[config.mk]
export PLATFORM = sky130hd
export DESIGN_NAME = blank_to_tab_compressor_unit
export DESIGN_NICKNAME = d
export VERILOG_FILES = /design/src/b2t_pkg.sv /design/src/blank_to_tab_compressor_unit.sv /design/src/b2t_front.sv /design/src/b2t_queue.sv /design/src/b2t_back.sv
export SDC_FILE = /design/constraint.sdc
export NUM_CORES = 1
export LEC_CHECK = 0
export ABC_AREA = 1
export BUFFER_PORTS_ARGS = -buffer_cell sky130_fd_sc_hd__buf_2
export CORE_UTILIZATION = 55
export CTS_BUF_LIST = sky130_fd_sc_hd__clkbuf_4 sky130_fd_sc_hd__clkbuf_8 sky130_fd_sc_hd__clkbuf_16
export CTS_CLUSTER_SIZE = 20
export DETAILED_ROUTE_END_ITERATION = 12
export PLACE_DENSITY = 0.89
export REMOVE_ABC_BUFFERS = 1
export SYNTH_ARGS = -nofsm -noshare
export SYNTH_HDL_FRONTEND = slang
export SYNTH_SLANG_ARGS = --single-unit
export TNS_END_PERCENT = 50
[constraint.sdc]
create_clock -name clock -period 7.7 [get_ports clock]
set_clock_uncertainty 0.1 [all_clocks]
set_input_delay 1.155 -clock clock [delete_from_list [all_inputs] [get_ports clock]]
set_output_delay 1.155 -clock clock [all_outputs]
set_load 0.05 [all_outputs]
[src/b2t_pkg.sv]
`timescale 1ns / 1ps
// ---------------------------------------------------------------------------
// b2t_pkg: shared types and constants for the blank-to-tab compressor
// Character codes, counter widths and the command that the front end
// hands to the back end through the command queue.
// ---------------------------------------------------------------------------
package b2t_pkg;

   localparam int COL_W       = 6;
   localparam int CNT_W       = 6;
   localparam int BYTE_W      = 8;
   localparam int MASK_W      = 64;

   localparam int QUEUE_DEPTH = 4;
   localparam int QPTR_W      = $clog2(QUEUE_DEPTH);
   localparam int QCNT_W      = $clog2(QUEUE_DEPTH + 1);

   localparam logic [BYTE_W-1:0] CH_TAB   = 8'h09;
   localparam logic [BYTE_W-1:0] CH_NL    = 8'h0A;
   localparam logic [BYTE_W-1:0] CH_SPACE = 8'h20;

   localparam logic [MASK_W-1:0] TAB_STOP_RESET = 64'h0101_0101_0101_0101;

   // one emit job: pending tabs, pending blanks, then the byte itself
   typedef struct packed {
      logic [CNT_W-1:0]  tabs;
      logic [CNT_W-1:0]  blanks;
      logic [BYTE_W-1:0] ch;
   } cmd_type;

   // push side of the queue, also used for the queue head
   typedef struct packed {
      logic    valid;
      cmd_type cmd;
   } cmd_slot_type;

endpackage

[src/blank_to_tab_compressor_unit.sv]
`timescale 1ns / 1ps
// Path: the first result a releasing byte causes passes the queue entry, then the output
//   register, before it is on the output; a full queue or an output stall can hold it.
// Throughput: one input byte per cycle while the queue is not full; a releasing byte
//   with T tabs and B blanks pending (B taken as zero for a tab) emits T+B+1 bytes.
// The four-entry command queue sets how far input runs ahead of a long burst.
// Reset: synchronous; stops every eighth column, column 1, nothing pending, queue empty.
// ---------------------------------------------------------------------------
// blank_to_tab_compressor_unit: entab with a programmable tab-stop list
// Replaces runs of spaces that reach a tab stop by tabs. The front end
// classifies bytes and tracks the column, the back end emits the bytes.
// ---------------------------------------------------------------------------
module blank_to_tab_compressor_unit #(
   parameter int LINE_COLUMNS = 64
) (
   input  logic                          clock,
   input  logic                          reset,
   // input item channel
   input  logic                          req_valid,
   output logic                          req_stall,
   input  logic [b2t_pkg::BYTE_W-1:0]    req_in_byte,
   // result item channel
   output logic                          rsp_valid,
   input  logic                          rsp_stall,
   output logic [b2t_pkg::BYTE_W-1:0]    rsp_out_byte,
   output logic                          rsp_last,
   // register port
   input  logic                          csr_psel,
   input  logic                          csr_penable,
   input  logic                          csr_pwrite,
   input  logic [3:0]                    csr_paddr,
   input  logic [b2t_pkg::MASK_W-1:0]    csr_pwdata,
   output logic [b2t_pkg::MASK_W-1:0]    csr_prdata,
   output logic                          csr_pready
);
   import b2t_pkg::*;

   // tab_stop_mask sits at byte address 0 (64-bit registers on 8-byte spacing)
   logic [MASK_W-1:0] tab_stop_mask_ff, tab_stop_mask_in;
   logic              csr_write;
   logic              reg_sel_mask;

   cmd_slot_type      push;
   cmd_slot_type      head;
   logic              queue_full;
   logic              pop;

   assign csr_pready   = 1'b1;
   assign reg_sel_mask = (csr_paddr[3] == 1'b0);
   assign csr_write    = csr_psel && csr_penable && csr_pwrite && csr_pready;

   assign tab_stop_mask_in = (csr_write && reg_sel_mask) ? csr_pwdata : tab_stop_mask_ff;
   assign csr_prdata       = reg_sel_mask ? tab_stop_mask_ff : '0;

   always_ff @(posedge clock) begin
      if (reset) begin
         tab_stop_mask_ff <= TAB_STOP_RESET;
      end else begin
         tab_stop_mask_ff <= tab_stop_mask_in;
      end
   end

   // front: holds spaces, tracks column, builds emit commands
   b2t_front #(
      .LINE_COLUMNS (LINE_COLUMNS)
   ) u_front (
      .clock         (clock),
      .reset         (reset),
      .req_valid     (req_valid),
      .req_in_byte   (req_in_byte),
      .queue_full    (queue_full),
      .tab_stop_mask (tab_stop_mask_ff),
      .req_stall     (req_stall),
      .push          (push)
   );

   // decouples the per-byte front from the burst-emitting back
   b2t_queue u_queue (
      .clock (clock),
      .reset (reset),
      .push  (push),
      .pop   (pop),
      .head  (head),
      .full  (queue_full)
   );

   // back: tabs, then blanks, then the byte, through the output register
   b2t_back u_back (
      .clock        (clock),
      .reset        (reset),
      .head         (head),
      .pop          (pop),
      .rsp_valid    (rsp_valid),
      .rsp_stall    (rsp_stall),
      .rsp_out_byte (rsp_out_byte),
      .rsp_last     (rsp_last)
   );

endmodule

[src/b2t_front.sv]
`timescale 1ns / 1ps
// ---------------------------------------------------------------------------
// b2t_front: input classifier and column tracker
// Holds spaces back, tracks column and pending counts, and pushes one
// emit command for every byte that releases output.
// ---------------------------------------------------------------------------
module b2t_front #(
   parameter int LINE_COLUMNS = 64
) (
   input  logic                          clock,
   input  logic                          reset,
   input  logic                          req_valid,
   input  logic [b2t_pkg::BYTE_W-1:0]    req_in_byte,
   input  logic                          queue_full,
   input  logic [b2t_pkg::MASK_W-1:0]    tab_stop_mask,
   output logic                          req_stall,
   output b2t_pkg::cmd_slot_type         push
);
   import b2t_pkg::*;

   localparam logic [COL_W-1:0] LAST_COLUMN = COL_W'(LINE_COLUMNS - 1);

   logic [COL_W-1:0] column_ff, column_in;
   logic [CNT_W-1:0] tabs_ff, tabs_in;
   logic [CNT_W-1:0] blanks_ff, blanks_in;

   logic             accept;
   logic             hold_space;
   logic             stop_here;
   logic [COL_W-1:0] tab_target;

   assign req_stall = queue_full;
   assign accept    = req_valid && !queue_full;

   assign hold_space = (req_in_byte == CH_SPACE) && (column_ff < LAST_COLUMN);
   assign stop_here  = tab_stop_mask[column_ff] && (column_ff <= LAST_COLUMN);

   // column after the lowest stop at or after the current column; lower hits overwrite
   always_comb begin
      tab_target = LAST_COLUMN;
      for (int k = LINE_COLUMNS - 1; k >= 1; k--) begin
         if (tab_stop_mask[k] && (COL_W'(k) >= column_ff)) begin
            tab_target = (COL_W'(k) == LAST_COLUMN) ? LAST_COLUMN : COL_W'(k + 1);
         end
      end
   end

   always_comb begin
      column_in       = column_ff;
      tabs_in         = tabs_ff;
      blanks_in       = blanks_ff;
      push.valid      = 1'b0;
      push.cmd.tabs   = tabs_ff;
      push.cmd.blanks = (req_in_byte == CH_TAB) ? '0 : blanks_ff;
      push.cmd.ch     = req_in_byte;
      if (accept) begin
         if (hold_space) begin
            if (stop_here) begin
               tabs_in   = tabs_ff + 1'b1;
               blanks_in = '0;
            end else begin
               blanks_in = blanks_ff + 1'b1;
            end
            column_in = column_ff + 1'b1;
         end else begin
            push.valid = 1'b1;
            tabs_in    = '0;
            blanks_in  = '0;
            priority if (req_in_byte == CH_NL) begin
               column_in = COL_W'(1);
            end else if (req_in_byte == CH_TAB) begin
               column_in = tab_target;
            end else if (column_ff < LAST_COLUMN) begin
               column_in = column_ff + 1'b1;
            end else begin
               column_in = LAST_COLUMN;
            end
         end
      end
   end

   always_ff @(posedge clock) begin
      if (reset) begin
         column_ff <= COL_W'(1);
         tabs_ff   <= '0;
         blanks_ff <= '0;
      end else begin
         column_ff <= column_in;
         tabs_ff   <= tabs_in;
         blanks_ff <= blanks_in;
      end
   end

`ifndef NO_ASSERTIONS
   a_column_range: assert property (@(posedge clock) disable iff (reset)
      (column_ff >= COL_W'(1)) && (column_ff <= LAST_COLUMN))
      else $error("column out of range");

   a_pending_fits: assert property (@(posedge clock) disable iff (reset)
      ({1'b0, tabs_ff} + {1'b0, blanks_ff}) < {1'b0, column_ff})
      else $error("pending count exceeds columns passed");
`endif

endmodule

[src/b2t_queue.sv]
`timescale 1ns / 1ps
// ---------------------------------------------------------------------------
// b2t_queue: command queue between front and back
// Small register FIFO; full feeds the input stall, head goes to the back.
// ---------------------------------------------------------------------------
module b2t_queue (
   input  logic                   clock,
   input  logic                   reset,
   input  b2t_pkg::cmd_slot_type  push,
   input  logic                   pop,
   output b2t_pkg::cmd_slot_type  head,
   output logic                   full
);
   import b2t_pkg::*;

   cmd_type            entry_ff [QUEUE_DEPTH];
   logic [QPTR_W-1:0]  wr_ptr_ff, wr_ptr_in;
   logic [QPTR_W-1:0]  rd_ptr_ff, rd_ptr_in;
   logic [QCNT_W-1:0]  count_ff, count_in;

   assign full       = (count_ff == QCNT_W'(QUEUE_DEPTH));
   assign head.valid = (count_ff != '0);
   assign head.cmd   = entry_ff[rd_ptr_ff];

   always_comb begin
      wr_ptr_in = wr_ptr_ff;
      rd_ptr_in = rd_ptr_ff;
      count_in  = count_ff;
      if (push.valid) begin
         wr_ptr_in = wr_ptr_ff + 1'b1;
      end
      if (pop) begin
         rd_ptr_in = rd_ptr_ff + 1'b1;
      end
      unique case ({push.valid, pop})
         2'b10:   count_in = count_ff + 1'b1;
         2'b01:   count_in = count_ff - 1'b1;
         default: count_in = count_ff;
      endcase
   end

   always_ff @(posedge clock) begin
      if (push.valid) begin
         entry_ff[wr_ptr_ff] <= push.cmd;
      end
   end

   always_ff @(posedge clock) begin
      if (reset) begin
         wr_ptr_ff <= '0;
         rd_ptr_ff <= '0;
         count_ff  <= '0;
      end else begin
         wr_ptr_ff <= wr_ptr_in;
         rd_ptr_ff <= rd_ptr_in;
         count_ff  <= count_in;
      end
   end

`ifndef NO_ASSERTIONS
   a_no_push_full: assert property (@(posedge clock) disable iff (reset)
      !(push.valid && full))
      else $error("push into full queue");

   a_no_pop_empty: assert property (@(posedge clock) disable iff (reset)
      !(pop && !head.valid))
      else $error("pop from empty queue");
`endif

endmodule

[src/b2t_back.sv]
`timescale 1ns / 1ps
// ---------------------------------------------------------------------------
// b2t_back: emit sequencer
// Walks the queue head: tabs, then blanks, then the byte, one per cycle while
// the output is not stalled, into a registered output stage.
// ---------------------------------------------------------------------------
module b2t_back (
   input  logic                        clock,
   input  logic                        reset,
   input  b2t_pkg::cmd_slot_type       head,
   output logic                        pop,
   output logic                        rsp_valid,
   input  logic                        rsp_stall,
   output logic [b2t_pkg::BYTE_W-1:0]  rsp_out_byte,
   output logic                        rsp_last
);
   import b2t_pkg::*;

   logic [CNT_W-1:0]  tab_done_ff, tab_done_in;
   logic [CNT_W-1:0]  blank_done_ff, blank_done_in;
   logic              valid_ff, valid_in;
   logic [BYTE_W-1:0] byte_ff, byte_in;
   logic              last_ff, last_in;
   logic              advance;

   assign advance = !valid_ff || !rsp_stall;

   always_comb begin
      tab_done_in   = tab_done_ff;
      blank_done_in = blank_done_ff;
      valid_in      = valid_ff;
      byte_in       = byte_ff;
      last_in       = last_ff;
      pop           = 1'b0;
      if (advance) begin
         valid_in = head.valid;
         if (head.valid) begin
            priority if (tab_done_ff < head.cmd.tabs) begin
               byte_in     = CH_TAB;
               last_in     = 1'b0;
               tab_done_in = tab_done_ff + 1'b1;
            end else if (blank_done_ff < head.cmd.blanks) begin
               byte_in       = CH_SPACE;
               last_in       = 1'b0;
               blank_done_in = blank_done_ff + 1'b1;
            end else begin
               byte_in       = head.cmd.ch;
               last_in       = 1'b1;
               pop           = 1'b1;
               tab_done_in   = '0;
               blank_done_in = '0;
            end
         end
      end
   end

   always_ff @(posedge clock) begin
      if (reset) begin
         tab_done_ff   <= '0;
         blank_done_ff <= '0;
         valid_ff      <= 1'b0;
      end else begin
         tab_done_ff   <= tab_done_in;
         blank_done_ff <= blank_done_in;
         valid_ff      <= valid_in;
      end
   end

   always_ff @(posedge clock) begin
      byte_ff <= byte_in;
      last_ff <= last_in;
   end

   assign rsp_valid    = valid_ff;
   assign rsp_out_byte = byte_ff;
   assign rsp_last     = last_ff;

endmodule
==> out/qor.txt, run 1 <==
status: finished clean
Peak Freq: 0.178 GHz
H-tree levels: 4
setup repair bufs after CTS: 0
R2R Path Start: u_front.column_ff[0]$_SDFFE_PP1P_
GP Congestion: 1.00
Post-synth EDFFs: 89
worst path arrival time: 5.86 ns
first-pass GRT wire length: 41,400 µm
Worst Hold End: tab_stop_mask_ff[43]$_SDFFE_PP0P_
Setup Crit Path Kind: flop to flop
CP endpoint kind: flop
worst-skew pair later-pin latency: 0.44 ns
crit path buf inv count: 3
largest net degree at the start of global routing: 87
CTS tree: built
Antenna Cells: 0
Layout Cells excl Fill: 1,691
CTS resizes: 0
initial core utilization: 56.2%
area leader, netlist: edfxtp_1
Final #Nets: 1,556
predominant post-synthesis flop cell: dfxtp_1
mapped cell area: 0.0101 mm²
antenna violations before repair: 0
Worst path slowest cell: nor2_2
Die Y: 137 µm
Root Driver: clkbuf_16
relative slew slack: 26.2%
count of cell types in the netlist: 44
Slew @ Worst Pin: 1.10 ns
cell area after layout: 0.0116 mm²
IO Port Bufs: 154
via/cell ratio: 5.55
count leader, synth: nand2_1
Cell Area, Placed: 0.0110 mm²
area grow syn2layout: 14.6%
hold_buf cts: 0
grt total ovfl: 0
total of max-cap violations: 0
DP Wirelength: 18,600 µm
CTS buffer count: 17
post-layout min period: 5.63 ns
Post-Place Cells: 1,659
Yosys reg bits: 193
RR Endpoint: u_front.column_ff[0]$_SDFFE_PP1P_
Synth top area share: 26.5%
gr usage total: 28.5%
Worst R2R Path Depth: 68
CP max stage delay: 0.47 ns
CP Max Fanout: 43
Hold Crit Class: flop to flop
setup repair after global routing missed its margin: false
most frequent cells after synthesis: nand2_1, inv_1, a21oi_1
IO Count: 159
Cells after Synth: 1,320
initial drt markers: 694
Max Buffers Root-to-Sink: 2
DIE WIDTH: 137 µm
cell family contributing the most delay on the critical path: simple AND/OR/NAND/NOR gates
CP required: 7.93 ns
Seq/Total Area, Yosys: 47.1%
Tcrit/Tclk final: 73.1%
Vias: 9,387
min-delay src: tab_stop_mask_ff[43]$_SDFFE_PP0P_
Clock Sinks: 193
worst vdd ir: 0.345 mV
leakage: 5.12 nW
ranking of synthesized cells by area: edfxtp_1, dfxtp_1, a21oi_1, nand2_1, inv_1
WL per Instance: 15.6 µm
most frequent CP cell: nand2_1
# rows: 49
Final Total Pwr: 0.00228 W
Synth async-reset ratio: 0%
FF-to-FF setup slack: 2.07 ns
DR pass1 iterations: 7
final hold slack: 0.394 ns
post-route ant nets: 0
DRC errors left: 0
vias in the first global route: 8,619
pwr dens: 197 mW/mm²
final WL: 26,500 µm
Syn. warnings: 0
Final Hold Violating Endpoints: 0
clock-pin slew on the worst setup and hold paths: 0.07 ns
Mapped Avg Cell Area: 7.64 µm²
proportion of layout cells with a drive suffix above 1: 15.3%
Hold Path Depth: 2
setup violators final: 0
Post-Route Setup TNS: 0 ns
Die Area: 0.0189 mm²
Critical Path Source Type: flop
Core Region: 0.0180 mm²
fin. max-slew vios: 0
-- sequential cells by signal (all words and copies together) (netlist names), named ones only --
register and flops:
u_back.rsp_valid 1, u_queue.count_ff 3, u_back.rsp_out_byte 8, u_back.blank_done_ff 6, u_queue.entry_ff 80, u_front.tabs_ff 6
u_back.tab_done_ff 6, u_front.column_ff 6, u_front.blanks_ff 6, u_queue.wr_ptr_ff 2, tab_stop_mask_ff 64, u_queue.rd_ptr_ff 2
u_back.rsp_last 1
-- worst reg2reg max path, delay by kind of cell, from the launching register on --
family | cells | cell delay (ns)
flops | 1 | 0.32
simple gates | 63 | 3.63
buf+inv | 3 | 1.05
compound gates | 1 | 0.16
fa+ha+maj | 1 | 0.24
-- worst max-delay path by stage --
stage	from	endpoint	slack (ns)	cells after the start
final	u_front.column_ff[0]$_SDFFE_PP1P_	u_front.column_ff[0]$_SDFFE_PP1P_	2.07	68
after global routing	u_front.column_ff[0]$_SDFFE_PP1P_	u_front.column_ff[0]$_SDFFE_PP1P_	1.41	68
after CTS	u_front.column_ff[0]$_SDFFE_PP1P_	u_front.column_ff[0]$_SDFFE_PP1P_	2.14	68
after detailed placement	u_front.column_ff[0]$_SDFFE_PP1P_	u_front.column_ff[0]$_SDFFE_PP1P_	2.21	68
after global placement	u_front.column_ff[0]$_SDFFE_PP1P_	u_front.column_ff[0]$_SDFFE_PP1P_	2.23	68
after floorplan	u_front.column_ff[0]$_SDFFE_PP1P_	u_front.column_ff[0]$_SDFFE_PP1P_	2.67	68
-- metal layers --
| metal | vias up | part of all wire (%) | global-route usage (%) |
|---|---|---|---|
| met5 | - | 0 | 0 |
| met4 | 0 | 3.2 | 12.7 |
| met3 | 63 | 5.6 | 5.37 |
| met2 | 356 | 51 | 51.6 |
| met1 | 4315 | 40 | 32.4 |
| li1 | 4653 | - | - |
-- power breakdown --
part	switching [W]	internal (W)	leakage, nW
sequential	0.0000208	0.00111	1.68
combinational	0.000223	0.0000897	3.17
clock	0.000402	0.000428	0.274
total	0.000645	0.00163	5.12
-- cells by family after synthesis --
| logic type | synth area share (%) |
|---|---|
| compound gates | 20.4 |
| xor+xnor | 0.695 |
| fa+ha+maj | 3.05 |
| buf+inv | 9.85 |
| flops | 47.1 |
| other cells | 0.0372 |
| simple gates | 18.8 |
-- cell type report --
class                      count  area (µm²)
fill                        1492        6400
sequential                   193        4750
multi-input combinational    870        4340
timing repair buffer         169         883
inverter                     198         748
clock buffer                  19         440
tap                          229         287
clock inverter                13         109
-- cell usage in the layout (no fill, tap or decap), drive strengths merged --
master    count
nor3         30
ha           23
o21a          2
o211ai       17
o41ai         1
o311ai        2
a32o         11
nor2        171
conb          1
o31ai         1
nand4         7
clkinvlp      1
clkbuf       19
xnor2         2
buf         169
a31oi         6
a221o         2
nor4          2
o21ai       126
edfxtp       89
a21oi       174
fa            1
dfxtp       104
o211a         2
inv         196
and3          5
nor3b         7
xor2          6
o2111ai       4
nand3        15
a21o          2
nand2       233
a211oi        7
a221oi        8
o21bai        2
clkinv       14
-- per-stage QoR --
| step | utilization (%) | worst slack [ns] |
|---|---|---|
| 3_3_place_gp | 61.3 | 2.23 |
| 6_report | 64.4 | 2.07 |
| 3_5_place_dp | 61.3 | 2.21 |
| 5_1_grt | 64.4 | 1.41 |
| 4_1_cts | 64.4 | 2.14 |
| 2_1_floorplan | - | 2.67 |
Note: power is estimated with default switching activity, not from simulation.
==> inputs of run 2 (changes only) <==
- clock period: 7.7 -> 5.7 ns (I/O delays scaled with it)
==> out/qor.txt, run 2 (same netlist as run 1, synthesis figures left out) <==
status: finished clean
largest net degree at the start of global routing: 79
IO Count: 159
GR peak layer: met2
relative slew slack: 25.5%
initial drt markers: 719
area grow syn2layout: 15.7%
GP Congestion: 1.01
first-pass GRT wire length: 42,400 µm
# rows: 49
CP required: 5.95 ns
antenna violations before repair: 0
gr usage total: 29.7%
FF-to-FF setup slack: 0.97 ns
H-tree levels: 4
Slew @ Worst Pin: 1.12 ns
R2R Path Start: u_front.column_ff[1]$_SDFFE_PP0P_
CTS tree: built
fin. max-slew vios: 0
DR pass1 iterations: 5
Final Total Pwr: 0.00320 W
Clock Sinks: 193
setup repair after global routing missed its margin: false
DP Wirelength: 18,700 µm
CP endpoint kind: flop
Tcrit/Tclk final: 82.9%
CTS buffer count: 17
CTS resizes: 0
share of total power in combinational logic: 13.3%
fillers: 1,454
Vias: 9,433
most frequent cells in the layout: nand2_1, inv_1, a21oi_1
clock-pin slew on the worst setup and hold paths: 0.07 ns
via/cell ratio: 5.56
Setup Crit Path Kind: flop to flop
DIE WIDTH: 137 µm
Hold Crit Class: flop to flop
Root Driver: clkbuf_16
most frequent CP cell: nand2_1
DRC errors left: 0
Worst path slowest cell: dfxtp_1
Internal: 0.00226 W
GR Layer Usage met3: 6.00%
Util after Layout: 65.0%
switch share: 29.3%
setup repair bufs after CTS: 0
final WL: 27,100 µm
setup violators final: 0
Critical Path Source Type: flop
Peak Freq: 0.212 GHz
Max Buffers Root-to-Sink: 2
worst vdd ir: 0.229 mV
proportion of layout cells with a drive suffix above 1: 15.7%
CP max stage delay: 0.34 ns
worst path arrival time: 4.98 ns
Die Y: 137 µm
beginning of the critical path: u_front.column_ff[1]$_SDFFE_PP0P_
Antenna Cells: 0
Post-Route Setup TNS: 0 ns
Core Region: 0.0180 mm²
largest reg by FF count: u_queue.entry_ff
met1 Usage GRT: 33.8%
post-route ant nets: 0
M2 GR Usage: 52.5%
grt total ovfl: 0
initial core utilization: 56.2%
IO Port Bufs: 154
Clock Power Share: 38.7%
WL per Instance: 16.0 µm
CP Max Fanout: 10
hold_buf cts: 0
RR Endpoint: u_front.column_ff[0]$_SDFFE_PP1P_
Worst R2R Path Depth: 69
Final #Nets: 1,562
Final Hold Violating Endpoints: 0
pwr dens: 274 mW/mm²
post-layout min period: 4.73 ns
NetSw: 0.000937 W
worst-skew pair later-pin latency: 0.46 ns
end of the critical path: u_front.column_ff[0]$_SDFFE_PP1P_
cell area after layout: 0.0117 mm²
Largest register FFs: 80
sequential power share: 48.0%
vias in the first global route: 8,619
Die Area: 0.0189 mm²
Cell Area, Placed: 0.0111 mm²
total of max-cap violations: 0
leakage: 5.18 nW
most common cell after layout, fill and taps aside: nand2_1
[run 2: worst min-delay path by stage]
stage,to,slack (ns),startpoint,cells after the start
after floorplan,tab_stop_mask_ff[62]$_SDFFE_PP0P_,0.34,tab_stop_mask_ff[62]$_SDFFE_PP0P_,2
after global placement,tab_stop_mask_ff[62]$_SDFFE_PP0P_,0.36,tab_stop_mask_ff[62]$_SDFFE_PP0P_,2
after detailed placement,tab_stop_mask_ff[49]$_SDFFE_PP0P_,0.38,tab_stop_mask_ff[49]$_SDFFE_PP0P_,2
after CTS,tab_stop_mask_ff[49]$_SDFFE_PP0P_,0.39,tab_stop_mask_ff[49]$_SDFFE_PP0P_,2
after global routing,u_queue.rd_ptr_ff[1]$_SDFFE_PP0P_,0.42,u_queue.rd_ptr_ff[1]$_SDFFE_PP0P_,1
final,tab_stop_mask_ff[62]$_SDFFE_PP0P_,0.39,tab_stop_mask_ff[62]$_SDFFE_PP0P_,2
[run 2: layout make-up]
class	instances	area, µm²	share of cell area (%)
sequential	193	4750	40.7
tap	229	287	2.46
timing repair buffer	175	928	7.96
inverter	198	748	6.41
multi-input combinational	870	4340	37.2
clock buffer	17	425	3.65
clock inverter	15	186	1.60
[run 2: power by group through the flow]
stage	sequential, W	combinational, W	clock [W]
after floorplan	0.00159	0.000243	0
after global placement	0.00156	0.000409	0
after detailed placement	0.00157	0.000416	0
after CTS	0.00153	0.000420	0.00124
after global routing	0.00154	0.000467	0.00130
final	0.00153	0.000425	0.00124
[run 2: metal layers]
layer | part of all wire (%) | vias up
li1 | - | 4665
met4 | 3.8 | 0
met5 | 0 | -
met1 | 41 | 4329
met3 | 5.6 | 72
met2 | 50 | 367
[run 2: critical path, delay by kind of cell (launching register included)]
kind,cells,cell delay [ns]
AND/OR/NAND/NOR,64,3.29
buffers and inverters,3,0.41
adder cells (fa/ha/maj),1,0.31
AO/OA/AOI/OAI,1,0.18
flip-flops,1,0.34
[run 2: metrics by stage]
stage / worst slack (ns) / hold slack (ns) / instances
5_1_grt: 0.221 / 0.422 / 1697
3_5_place_dp: 1.07 / 0.379 / 1665
6_report: 0.974 / 0.395 / 1697
2_1_floorplan: 0.668 / 0.343 / 1261
3_3_place_gp: 1.08 / 0.364 / 1665
4_1_cts: 0.999 / 0.393 / 1697
==> inputs of run 3 (changes only) <==
- ABC_AREA: 1 -> 0
- PLACE_DENSITY: 0.89 -> 0.88
- clock period: 5.7 -> 4.35 ns (I/O delays scaled with it)
==> out/qor.txt, run 3 <==
Die Area: 0.0200 mm²
CP endpoint kind: flop
DR pass1 iterations: 7
Hold Crit Class: primary input to flop
met1 Usage GRT: 34.5%
proportion of layout cells with a drive suffix above 1: 21.4%
ranking of synthesized cells by area: edfxtp_1, dfxtp_1, nand2_1, mux4_2, a21oi_1
via/cell ratio: 6.19
most frequent cells after synthesis: nand2_1, a21oi_1, dfxtp_1
cell area after layout: 0.0123 mm²
initial core utilization: 56.6%
initial drt markers: 780
CP required: 4.63 ns
antenna violations before repair: 0
Antenna Cells: 0
Cell Area, Placed: 0.0116 mm²
setup violators final: 0
CTS tree: built
Synth async-reset ratio: 0%
vias in the first global route: 8,945
pwr dens: 343 mW/mm²
most common cell after layout, fill and taps aside: nand2_1
DIE WIDTH: 141 µm
IO Count: 159
CTS resizes: 0
Critical Path Source Type: flop
Largest register FFs: 80
setup repair bufs after CTS: 0
Final #Nets: 1,337
Syn. warnings: 0
area leader, netlist: edfxtp_1
final WL: 28,500 µm
leakage: 4.64 nW
area grow syn2layout: 14.5%
Tcrit/Tclk final: 88.6%
share of total power in combinational logic: 12.5%
worst path arrival time: 4.13 ns
CTS buffer count: 17
Peak Freq: 0.259 GHz
GR peak layer: met2
total of max-cap violations: 0
Clock Power Share: 39.7%
CP Max Fanout: 20
fillers: 1,523
Slew @ Worst Pin: 0.890 ns
Root Driver: clkbuf_16
clock-pin slew on the worst setup and hold paths: 0.08 ns
H-tree levels: 4
Max Buffers Root-to-Sink: 2
CP max stage delay: 0.57 ns
Core Region: 0.0189 mm²
Final Total Pwr: 0.00420 W
Register Area: 0.00475 mm²
mapped cell area: 0.0107 mm²
sequential power share: 47.8%
worst-skew pair later-pin latency: 0.45 ns
NetSw: 0.00120 W
DRC errors left: 0
Internal: 0.00300 W
Vias: 9,300
# rows: 50
Worst path slowest cell: mux4_2
worst vdd ir: 0.288 mV
count leader, synth: nand2_1
post-route ant nets: 0
hold_buf cts: 0
FF-to-FF setup slack: 0.50 ns
Yosys reg bits: 193
setup repair after global routing missed its margin: false
Post-synth EDFFs: 89
Post-Route Setup TNS: 0 ns
status: finished clean
most frequent cells in the layout: nand2_1, buf_2, a21oi_1
IO Port Bufs: 154
DP Wirelength: 19,600 µm
grt total ovfl: 0
post-layout min period: 3.85 ns
Clock Sinks: 193
Synth top area share: 25.0%
Mapped Avg Cell Area: 9.74 µm²
M2 GR Usage: 51.3%
worst path cell trace: buf_4 -> mux4_2 -> inv_1 -> ha_1 -> o21a_1 -> o21ai_0 -> nand2b_1 -> a31oi_1 -> nor3_2 -> ha_1 -> inv_1 -> fa_1 -> xor2_1 -> or3_1 -> a21oi_1
Die Y: 141 µm
switch share: 28.7%
predominant post-synthesis flop cell: dfxtp_1
GP Congestion: 0.970
count of cell types in the netlist: 84
first-pass GRT wire length: 45,500 µm
relative slew slack: 40.6%
WL per Instance: 19.0 µm
largest net degree at the start of global routing: 63
Setup Crit Path Kind: flop to flop
Seq/Total Area, Yosys: 44.4%
gr usage total: 29.4%
Final Hold Violating Endpoints: 0
GR Layer Usage met3: 5.77%
fin. max-slew vios: 0
largest reg by FF count: u_queue.entry_ff
area of the multi-input gates: 0.00542 mm²
Cells after Synth: 1,098
==> run 3: cell types whose count changed after synthesis, sizes merged, moves of 9 or more <==
cell	change
o21a	+11
buf	+13
nand2b	+9
and2	+14
a21oi	-65
nor2	-119
nand2	-60
nor3	-15
inv	-159
nand4b	+10
nor2b	+71
mux4	+38
o21ai	-64
==> run 3: through the flow <==
step	hold slack [ns]	util, %	setup WS (ns)	std cells
final	0.320	64.8	0.496	1503
after global routing	0.312	64.8	0.302	1503
after CTS	0.308	64.8	0.480	1503
after detailed placement	0.355	61.5	0.593	1471
after global placement	0.349	61.5	0.755	1471
after floorplan	0.334	-	0.0480	1029
==> run 3: layout make-up <==
type,instances,area share (%)
multi-input combinational,802,44.3
tap,260,2.66
clock inverter,15,1.76
inverter,34,1.04
clock buffer,17,3.47
sequential,193,38.8
timing repair buffer,182,8.01
==> run 3: worst max-delay path, delay by kind of cell, from the launching register on <==
kind | cells | cell delay, ns
AOI/OAI and AO/OA | 4 | 0.52
DFF | 1 | 0.31
buffers and inverters | 3 | 0.51
adders and majority gates | 3 | 0.82
muxes | 1 | 0.57
xor gates and xnor gates | 1 | 0.16
and+or+nand+nor | 3 | 0.79
==> run 3: worst paths after layout <==
kind | depth (start not counted) | from | endpoint
max | 15 | flop | u_queue.count_ff[2]$_SDFFE_PP0P_
min | 3 | csr_pwdata[56] | tab_stop_mask_ff[56]$_SDFFE_PP1P_
max reg2reg | 15 | flop | u_queue.count_ff[2]$_SDFFE_PP0P_
min reg2reg | 2 | u_back.rsp_valid$_SDFFE_PP0N_ | u_back.rsp_valid$_SDFFE_PP0N_
==> run 3: power groups by stage <==
| stage | sequential (W) | clock (W) | combinational [W] |
|---|---|---|---|
| 2_1_floorplan | 0.00208 | 0 | 0.000282 |
| 3_3_place_gp | 0.00204 | 0 | 0.000503 |
| 3_5_place_dp | 0.00205 | 0 | 0.000515 |
| 4_1_cts | 0.00200 | 0.00168 | 0.000520 |
| 5_1_grt | 0.00201 | 0.00175 | 0.000564 |
| 6_report | 0.00201 | 0.00167 | 0.000525 |
==> run 3: metal layers <==
metal / up-vias / wire, µm
li1: 4294 / -
met1: 4471 / 11300
met2: 437 / 14200
met3: 98 / 1750
met4: 0 / 1250
met5: - / 0
==> run 3: kinds of logic (layout without fill, tap and decap cells) <==
logic type / Yosys count / count (layout) / synth area share (%)
simple gates: 427 / 427 / 20.4
flops: 193 / 193 / 44.4
buf+inv: 103 / 248 / 4.89
mux: 42 / 42 / 8.74
xor+xnor: 17 / 17 / 1.39
other cells: 1 / 1 / 0.0350
fa+ha+maj: 24 / 24 / 2.88
compound gates: 291 / 291 / 17.2
